### config.mk
export PLATFORM = sky130hd
export DESIGN_NAME = iida_cell
export DESIGN_NICKNAME = d
export VERILOG_FILES = /design/src/rtl/core/iida_pkg.sv /design/src/rtl/core/iida_cell.sv
export SDC_FILE = /design/constraint.sdc
export NUM_CORES = 1
export LEC_CHECK = 0
export ABC_AREA = 1
export BUFFER_PORTS_ARGS = -buffer_cell sky130_fd_sc_hd__buf_4
export CAP_MARGIN = 10
export CORE_ASPECT_RATIO = 1.5
export CORE_MARGIN = 2
export CORE_UTILIZATION = 30
export CTS_CLUSTER_DIAMETER = 40
export DETAILED_ROUTE_END_ITERATION = 16
export PLACE_DENSITY_LB_ADDON = 0.08
export SLEW_MARGIN = 10
export SYNTH_ARGS = -nofsm -noshare
export SYNTH_HDL_FRONTEND = slang
export SYNTH_SLANG_ARGS = --single-unit
### constraint.sdc
create_clock -name i_clk -period 2.84 [get_ports i_clk]
set_input_delay 0.568 -clock i_clk [delete_from_list [all_inputs] [get_ports i_clk]]
set_output_delay 0.568 -clock i_clk [all_outputs]
set_load 0.005 [all_outputs]
### src/rtl/core/iida_pkg.sv
// Package with the transaction types, codes and cell commands of the indexed insert/delete array.
package iida_pkg;

    localparam logic [2:0] ACT_READ     = 3'd0;
    localparam logic [2:0] ACT_WRITE    = 3'd1;
    localparam logic [2:0] ACT_APPEND   = 3'd2;
    localparam logic [2:0] ACT_INSERT   = 3'd3;
    localparam logic [2:0] ACT_REMOVE   = 3'd4;
    localparam logic [2:0] ACT_POP_AT   = 3'd5;
    localparam logic [2:0] ACT_POP_LAST = 3'd6;
    localparam logic [2:0] ACT_UNUSED   = 3'd7;

    localparam logic [2:0] ST_OK       = 3'd0;
    localparam logic [2:0] ST_RANGE    = 3'd1;
    localparam logic [2:0] ST_FULL     = 3'd2;
    localparam logic [2:0] ST_EMPTY    = 3'd3;
    localparam logic [2:0] ST_NOTFOUND = 3'd4;

    localparam logic signed [31:0] NOT_OK_VALUE = -32'sd1;

    typedef struct packed {
        logic [2:0]         action;
        logic [5:0]         index;
        logic signed [31:0] value;
    } t_in_item;

    typedef struct packed {
        logic signed [31:0] read_value;
        logic [2:0]         status;
        logic [6:0]         count;
    } t_out_item;

    typedef enum logic [2:0] {
        C_HOLD,
        C_WRITE,
        C_INSERT,
        C_CLOSE,
        C_REMOVE
    } t_cell_op;

    typedef struct packed {
        t_cell_op           op;
        logic signed [31:0] value;
    } t_cell_cmd;

    typedef enum logic {
        S_IDLE,
        S_EXEC
    } t_state;

endpackage

### src/rtl/core/iida_cell.sv
// One storage cell of the array chain, holding the element at a fixed position.
module iida_cell #(
    parameter int CW  = 7,
    parameter int POS = 0
) (
    input  logic               i_clk,
    input  iida_pkg::t_cell_cmd i_cmd,
    input  logic [CW-1:0]      i_pos,
    input  logic [CW-1:0]      i_count,
    input  logic signed [31:0] i_prev_data,
    input  logic signed [31:0] i_next_data,
    input  logic               i_found,
    input  logic signed [31:0] i_rd,
    output logic signed [31:0] o_data,
    output logic               o_found,
    output logic signed [31:0] o_rd
);

    localparam logic [CW-1:0] MY_POS = CW'(POS);

    logic signed [31:0] r_data;
    logic signed [31:0] n_data;
    logic               hit;
    logic               above;
    logic               match;

    assign hit     = (MY_POS == i_pos);
    assign above   = (MY_POS > i_pos);
    assign match   = (r_data == i_cmd.value) && (MY_POS < i_count);
    assign o_found = i_found | match;
    assign o_rd    = i_rd | (hit ? r_data : 32'sd0);
    assign o_data  = r_data;

    always_comb begin
        n_data = r_data;
        unique case (i_cmd.op)
            iida_pkg::C_HOLD: begin
                n_data = r_data;
            end
            iida_pkg::C_WRITE: begin
                if (hit) begin
                    n_data = i_cmd.value;
                end
            end
            iida_pkg::C_INSERT: begin
                if (hit) begin
                    n_data = i_cmd.value;
                end else if (above) begin
                    n_data = i_prev_data;
                end
            end
            iida_pkg::C_CLOSE: begin
                if (hit || above) begin
                    n_data = i_next_data;
                end
            end
            iida_pkg::C_REMOVE: begin
                if (o_found) begin
                    n_data = i_next_data;
                end
            end
            default: begin
                n_data = r_data;
            end
        endcase
    end

    always_ff @(posedge i_clk) begin
        r_data <= n_data;
    end

endmodule

==> impl_results.md, run 1 <==
* Outcome: complete, no violations
* Row count at 43
* Vias at 3346
* DRT Pass-1 Iters at 4
* Hold Path Depth at 3
* Root buffer cell: clkbuf_16
* Fin crit share at 0.851
* Area delta synth->final at 65.4%
* CTS Buf Count at 5
* Most common cell after layout, fill and taps aside: buf_4
* Most frequent cells in the layout: buf_4, nor2_1, inv_1
* Clk_lat worst skew at 280 ps
* Synth Register Bits at 32
* Antenna violations before repair at 0
* Vias per cell at 4.77
* Final setup TNS at 0 ps
* Drt wl/cell at 14.5 um
* CP max stage delay at roughly 410 ps
* Total core area at around 0.0093 mm2
* Cell with the largest stage delay on the worst path: or3_4
* Longest Clk Path Bufs at 2
* Design area at 0.00470 mm2
* Share of Yosys cell area claimed by the top area cell type at 0.338
* Synth area leaders: edfxtp_1, nor2_1, inv_1
* Clk slew on worst S/H paths at 60 ps
* Min-Delay Path Class: primary input to flip-flop
* Worst Path Max Fanout at 40
* Clock skew at approximately 6.7 ps
* Synth Instances at 382
* Setup bufs post-CTS at 0
* Initial Utilization at 0.307
* Vias in the first global route at around 3300
* Peak supply drop at 0.221 mV
* Synthesis Warnings at 0
* Die height at 123 um
* Max layer used: met4
* Synth unique cells at 23
* Yosys top cell by area: edfxtp_1
* Max cap viols at 0
* R2R setup slack at between 800 and 900 ps
* Max FFs per register at 32
* Endpoints failing hold at 0
* Hold slack final at about 600 ps
* Synthesized area at between 0.002 and 0.003 mm2
* Startpoint Class: primary input
* Most used cell along the critical path: buf_4
* Critical path arrival at approximately 1900 ps
* CTS Sinks at 32
* Slew margin rel. at 0.525
* DRC errors left at 0
* I/O pin cnt at 212
* RSZ-0062 raised after global routing: no
* H-tree Lvls at 2
* DPL Wire Length at just under 8000 um
* CTS resizes at 0
* Overall routing resource usage at 0.194
* Pleak at ~2.4 nW
* Routed Antenna Nets at 0
* First-pass GRT wire length at 16000 um
* Hold_sp: i_cmd[19]
* Nets at 735
* Final worst path period need at roughly 2400 ps
* PD cells at about 350 mW/mm2
* Largest net degree at the start of global routing at between 40 and 50
* CTS tree: done
* Sequential area share after synthesis at 0.338
* Share of layout cells above drive strength 1 at 0.404
* Slew Limit Fails at 0
* DRT iter0 DRCs at 110
* Worst slew pin tran at between 700 and 800 ps
* Die W at 83.4 um
* IO Port Bufs at 211
* Req. time, crit path at between 2000 and 2500 ps
* Met3 WL at between 600 and 700 um
* Cts hold-fix bufs at 0
* Remaining global-route overflow at 0
* Critical-path cell list: buf_4, or3_4, nor2_8, inv_2, o21bai_1, buf_4
* Worst r2r dst: o_data[7]$_DFFE_PP_
* Die footprint at slightly above 0.01 mm2
* R2R cell count at 8
* Sink of the worst hold path: o_data[19]$_DFFE_PP_
* WL met1 at 3840 um
* WL final at 10100 um
* Avg Inst Size Synth at 7.44 um2
* Final setup viols at 0
* Syn_nets at 529
* DP Area at 0.00453 mm2
* Placement Setup Slack at 387 ps
* Max Freq at 0.414 GHz
* Worst setup EP type: output port
* DR WL met2 at approximately 5500 um
* Diode count at 0
* R2R Path Start: o_data[15]$_DFFE_PP_
* Routability cong. at between 0.7 and 0.8
* Final worst setup slack at between 400 and 500 ps
* Critical path class: primary input to output port
-- layout make-up --
| class | count | area (um2) |
|---|---|---|
| clock inverters | 2 | 35.0 |
| repair buffers | 218 | 1660 |
| multi-input cells | 274 | 1560 |
| clock buffers | 6 | 129 |
| flip-flops and latches | 32 | 961 |
| inverters | 57 | 214 |
| fillers | 969 | 4560 |
| well taps | 112 | 140 |
-- routing by layer --
metal | vias to the layer above | GRT usage
li1 | 1699 | -
met1 | 1523 | 0.222
met2 | 115 | 0.366
met3 | 9 | 0.0354
met4 | 0 | 0.0585
met5 | - | 0
-- synth_stat cells, drive strengths merged --
master	count
a21o	22
a21oi	13
a31oi	22
buf	11
clkbuf	8
edfxtp	32
inv	57
nand2	42
nand3	5
nand4	3
nor2	91
nor3	1
o21bai	20
o22ai	10
o31ai	22
or3	1
xnor2	20
xor2	2
-- critical path: cells and delay by family --
| family | cells | cell delay, ps |
|---|---|---|
| compound gates | 1 | 230 |
| buf+inv | 3 | 510 |
| simple gates | 2 | 520 |
-- worst max-delay path by stage --
stage / end / start / slack, ps / depth (start not counted)
finish: o_rd[17] / i_pos[1] / 420 / 6
global route: o_rd[16] / i_pos[1] / 290 / 6
CTS: o_rd[17] / i_pos[1] / 390 / 6
detailed placement: o_rd[17] / i_pos[1] / 390 / 6
global placement: o_rd[17] / i_pos[1] / 390 / 6
floorplan: o_data[0]$_DFFE_PP_ / i_pos[1] / 340 / 5
-- power breakdown --
group	switching, mW	internal [mW]
sequential	0.0163	0.549
clock	0.211	0.413
combinational	0.181	0.276
total	0.407	1.24
-- stage by stage --
stage                     total power [mW]  utilization  instances
after floorplan                      0.765            -        382
after global placement                1.03        0.490        693
after detailed placement              1.03        0.490        693
after CTS                             1.67        0.508        701
after global routing                  1.73        0.508        701
final                                 1.65        0.508        701
-- logic make-up after synthesis --
group / count (synthesis) / share of synthesized area
and+or+nand+nor: 143 / 0.203
AOI/OAI and AO/OA: 109 / 0.277
buffers and inverters: 76 / 0.114
DFF: 32 / 0.338
xor gates and xnor gates: 22 / 0.0678
Power figures use the tool's default switching activity.
==> run 2, diff against run 1 <==
Settings changed: CORE_ASPECT_RATIO 1.5 to unset, PLACE_DENSITY_LB_ADDON 0.08 to unset, SKIP_CTS_REPAIR_TIMING set to 1.
==> run 2 against run 1 <==
Against the previous run: die area is 0.16% lower; final area is 1.9% lower; hold slack better by 0.74 ps; routed wire length is 0.66% higher; global-route usage is 0.74 points lower; register-to-register slack worse by 50 ps; first-iteration DRC count is 5.5% higher; largest cell class unchanged; largest power group is now sequential cells.
==> impl_results.md, run 2 (synthesis results as in run 1) <==
* CTS Sinks at 32
* Critical path class: primary input to output port
* Critical path arrival at 2000 ps
* Storage element area at a little under 0.001 mm2
* Vias at 3364
* Vias in the first global route at 3152
* Worst slew pin tran at between 500 and 600 ps
* Die W at 101 um
* Vias per cell at roughly 4.8
* Diode count at 0
* Initial Utilization at 0.309
* IO Port Bufs at 211
* Most frequent cells in the layout: buf_4, nor2_1, inv_1
* H-tree Lvls at 2
* Max cap viols at 0
* Die footprint at 0.0103 mm2
* Pleak at between 2 and 2.5 nW
* Area occupied by multi-input gates at between 0.0015 and 0.002 mm2
* Root buffer cell: clkbuf_8
* Endpoints failing hold at 0
* DR WL met2 at 5050 um
* Final setup viols at 0
* CTS Buf Count at 5
* Final worst setup slack at 274 ps
* Placement Setup Slack at about 260 ps
* Peak supply drop at 0.125 mV
* RSZ-0062 raised after global routing: no
* Remaining global-route overflow at 0
* Worst setup EP type: output port
* Clk_lat worst skew at 280 ps
* Routed Antenna Nets at 0
* Final setup TNS at 0 ps
* Outcome: complete, no violations
* I/O pin cnt at ~210
* Met3 WL at 750 um
* Most common cell after layout, fill and taps aside: buf_4
* DRT iter0 DRCs at 116
* Max FFs per register at 32
* Clock skew at approximately 6.4 ps
* DPL Wire Length at 7970 um
* Longest Clk Path Bufs at 2
* Total core area at between 0.009 and 0.01 mm2
* Nets at 736
* PD cells at 297 mW/mm2
* Startpoint Class: primary input
* Row count at 35
* Worst Path Max Fanout at 30
* Max layer used: met4
* Slew margin rel. at 0.600
* DRC errors left at 0
* Overall routing resource usage at 0.187
* Req. time, crit path at 2270 ps
* CTS tree: done
* Final worst path period need at ~2600 ps
* Antenna violations before repair at 0
* WL met1 at 4340 um
* Largest net degree at the start of global routing at 55
* DRT Pass-1 Iters at 4
* Clk slew on worst S/H paths at ~70 ps
* Min-Delay Path Class: primary input to flip-flop
* First-pass GRT wire length at 15000 um
* Fillers at 894
* Fin crit share at 0.904
* Area delta synth->final at 62.2%
* Max Freq at 0.390 GHz
* Routability cong. at 0.861
* Share of layout cells above drive strength 1 at 0.402
* WL final at 10200 um
* Drt wl/cell at 14.6 um
* Die height at 101 um
* Slew Limit Fails at 0
run 2: cell types whose count changed in the layout (fill, tap and decap cells not counted), sizes merged:
cell,delta
buf,+1
bufinv,-1
clkbuf,+1
run 2: final timing paths:
kind | start | endpoint | slack [ps] | cells after the start
worst max register to register | o_data[15]$_DFFE_PP_ | o_data[31]$_DFFE_PP_ | 820 | 8
worst min-delay path | i_cmd[31] | o_data[31]$_DFFE_PP_ | 610 | 3
worst min register to register | o_data[20]$_DFFE_PP_ | o_data[4]$_DFFE_PP_ | 1260 | 8
worst max-delay path | i_pos[1] | o_rd[24] | 270 | 6
run 2: per-layer routing:
| layer | up-vias | GRT usage |
|---|---|---|
| met5 | - | 0 |
| li1 | 1702 | - |
| met2 | 143 | 0.333 |
| met1 | 1512 | 0.234 |
| met3 | 7 | 0.0400 |
| met4 | 0 | 0.0333 |
run 2: cell type report:
class | count | area share
Timing Repair Buffer | 219 | 0.359
Multi-Input combinational cell | 274 | 0.338
Sequential cell | 32 | 0.209
Inverter | 57 | 0.0464
Tap cell | 111 | 0.0301
Clock buffer | 7 | 0.0166
Clock inverter | 1 | 0.000815
run 2: critical path, stage by stage:
cell,delay (ps)
buf_4,110
or3_4,410
nor2_8,270
inv_2,290
o21bai_1,220
buf_4,130
run 2: stage by stage:
stage | instance area [um2] | util | hold slack (ps) | total power, mW | instances
after floorplan | 2840 | - | 777 | 0.765 | 382
after global placement | 4530 | 0.492 | 888 | 1.03 | 693
after detailed placement | 4530 | 0.492 | 895 | 1.04 | 693
after CTS | 4610 | 0.501 | 594 | 1.39 | 701
after global routing | 4610 | 0.501 | 608 | 1.45 | 701
final | 4610 | 0.501 | 608 | 1.37 | 701
run 2: report_power, final:
group          leakage, nW  switching, mW  internal [mW]
sequential           0.284         0.0166          0.549
combinational         2.06          0.184          0.275
clock               0.0399          0.173          0.171
==> run 3, diff against run 2 <==
Settings changed: CORE_UTILIZATION 30 to 38, PLACE_DENSITY set to 0.78.
==> run 3 against run 2 <==
Against the previous run: clock power shrank 5%; clock-buffer cell count shrank 2; largest cell class unchanged; highest routed layer unchanged; total power shrank 1.3%; final cell count shrank 1.7%.
==> impl_results.md, run 3 (synthesis results as in run 1) <==
* Max FFs per register at 32
* Die W at 90.5 um
* Storage element area at 961 um2
* Most common cell after layout, fill and taps aside: buf_4
* Min-Delay Path Class: primary input to flip-flop
* Endpoints failing hold at 0
* Fin crit share at 0.845
* Critical path arrival at 1830 ps
* CTS Buf Count at 5
* Antenna violations before repair at 0
* Pleak at ~2.4 nW
* CP top delay family: simple AND/OR/NAND/NOR gates
* Worst path bufs/invs at 3
* Drt wl/cell at 13.9 um
* DRC errors left at 0
* Final setup TNS at 0 ps
* Slew margin rel. at 0.603
* Nets at 737
* Area occupied by multi-input gates at between 0.0015 and 0.002 mm2
* Startpoint Class: primary input
* Longest Clk Path Bufs at 2
* Total core area at 0.00725 mm2
* I/O pin cnt at 212
* Final worst path period need at 2400 ps
* Req. time, crit path at about 2300 ps
* Critical path class: primary input to output port
* Vias in the first global route at 3189
* DPL Wire Length at 7590 um
* Routability cong. at 0.769
* First-pass GRT wire length at 15200 um
* Critical-path cell list: buf_4, or3_4, nor2_8, inv_2, o21bai_1, buf_4
* Cell with the largest stage delay on the worst path: or3_4
* Peak supply drop at 0.159 mV
* Remaining global-route overflow at 0
* PD cells at between 200 and 300 mW/mm2
* Clk slew on worst S/H paths at 70 ps
* DRT iter0 DRCs at 93
* Design area at 0.00460 mm2
* Row count at 31
* CP max stage delay at 410 ps
* Share of layout cells above drive strength 1 at 0.403
* Worst slew pin tran at 595 ps
* Outcome: complete, no violations
* CTS tree: done
* Die height at 90.5 um
* Vias per cell at 4.86
* Worst setup EP type: output port
* Die footprint at 0.00818 mm2
* H-tree Lvls at 2
* Most frequent cells in the layout: buf_4, nor2_1, inv_1
* Worst Path Max Fanout at 26
* Diode count at 0
* DP Area at 0.00452 mm2
* CTS Sinks at 32
* Initial Utilization at 0.392
* Fillers at 655
* Max Freq at roughly 0.42 GHz
* Total power at between 1 and 1.5 mW
* Most used cell along the critical path: buf_4
* Hold slack final at 609 ps
* Routed Antenna Nets at 0
* Area delta synth->final at 61.9%
* IO Port Bufs at 211
* Overall routing resource usage at 0.229
* Root buffer cell: clkbuf_8
* RSZ-0062 raised after global routing: no
* DRT Pass-1 Iters at 4
* Clk_lat worst skew at 280 ps
* Final setup viols at 0
* Largest net degree at the start of global routing at 55
* Clock skew at 4.90 ps
* Max cap viols at 0
* WL final at between 9000 and 10000 um
* Slew Limit Fails at 0
* Vias at approximately 3300
-- run 3: cell types whose count changed in the layout (fill, tap and decap cells not counted) --
cell,change
clkbuf_1,-2
buf_4,+1
clkinv_1,+1
-- run 3: worst paths after layout --
| check | slack [ps] | depth (start not counted) | start | endpoint |
|---|---|---|---|---|
| min reg2reg | 1260 | 8 | o_data[20]$_DFFE_PP_ | o_data[21]$_DFFE_PP_ |
| max | 440 | 6 | i_pos[1] | o_rd[17] |
| max reg2reg | 840 | 12 | o_data[4]$_DFFE_PP_ | o_data[3]$_DFFE_PP_ |
| min | 610 | 3 | i_cmd[11] | o_data[11]$_DFFE_PP_ |
-- run 3: cell type report --
cell class	instances	area share
repair buffers	220	0.362
flip-flops and latches	32	0.209
inverters	57	0.0465
clock buffers	5	0.0150
multi-input cells	274	0.339
well taps	99	0.0269
clock inverters	2	0.00163
-- run 3: metrics by stage --
stage | util | std cells | worst slack (ps)
floorplan | - | 382 | 340
global placement | 0.623 | 682 | 451
detailed placement | 0.623 | 682 | 435
CTS | 0.634 | 689 | 434
global route | 0.634 | 689 | 349
finish | 0.634 | 689 | 440
-- run 3: routing by layer --
layer,up-vias,GRT usage,part of all wire
met5,-,0,0
met4,0,0.0397,0.0065
met3,4,0.0584,0.078
met2,152,0.424,0.51
met1,1493,0.269,0.41
li1,1697,-,-
-- run 3: tightest hold or removal path, stage by stage --
cell     delay, ps
buf_4          100
a31oi_1         70
o31ai_1         50
-- run 3: power by group --
group	switching (mW)	total (mW)	internal [mW]
clock network	0.166	0.328	0.162
logic	0.182	0.457	0.275
registers	0.0162	0.565	0.549
total	0.364	1.35	0.986
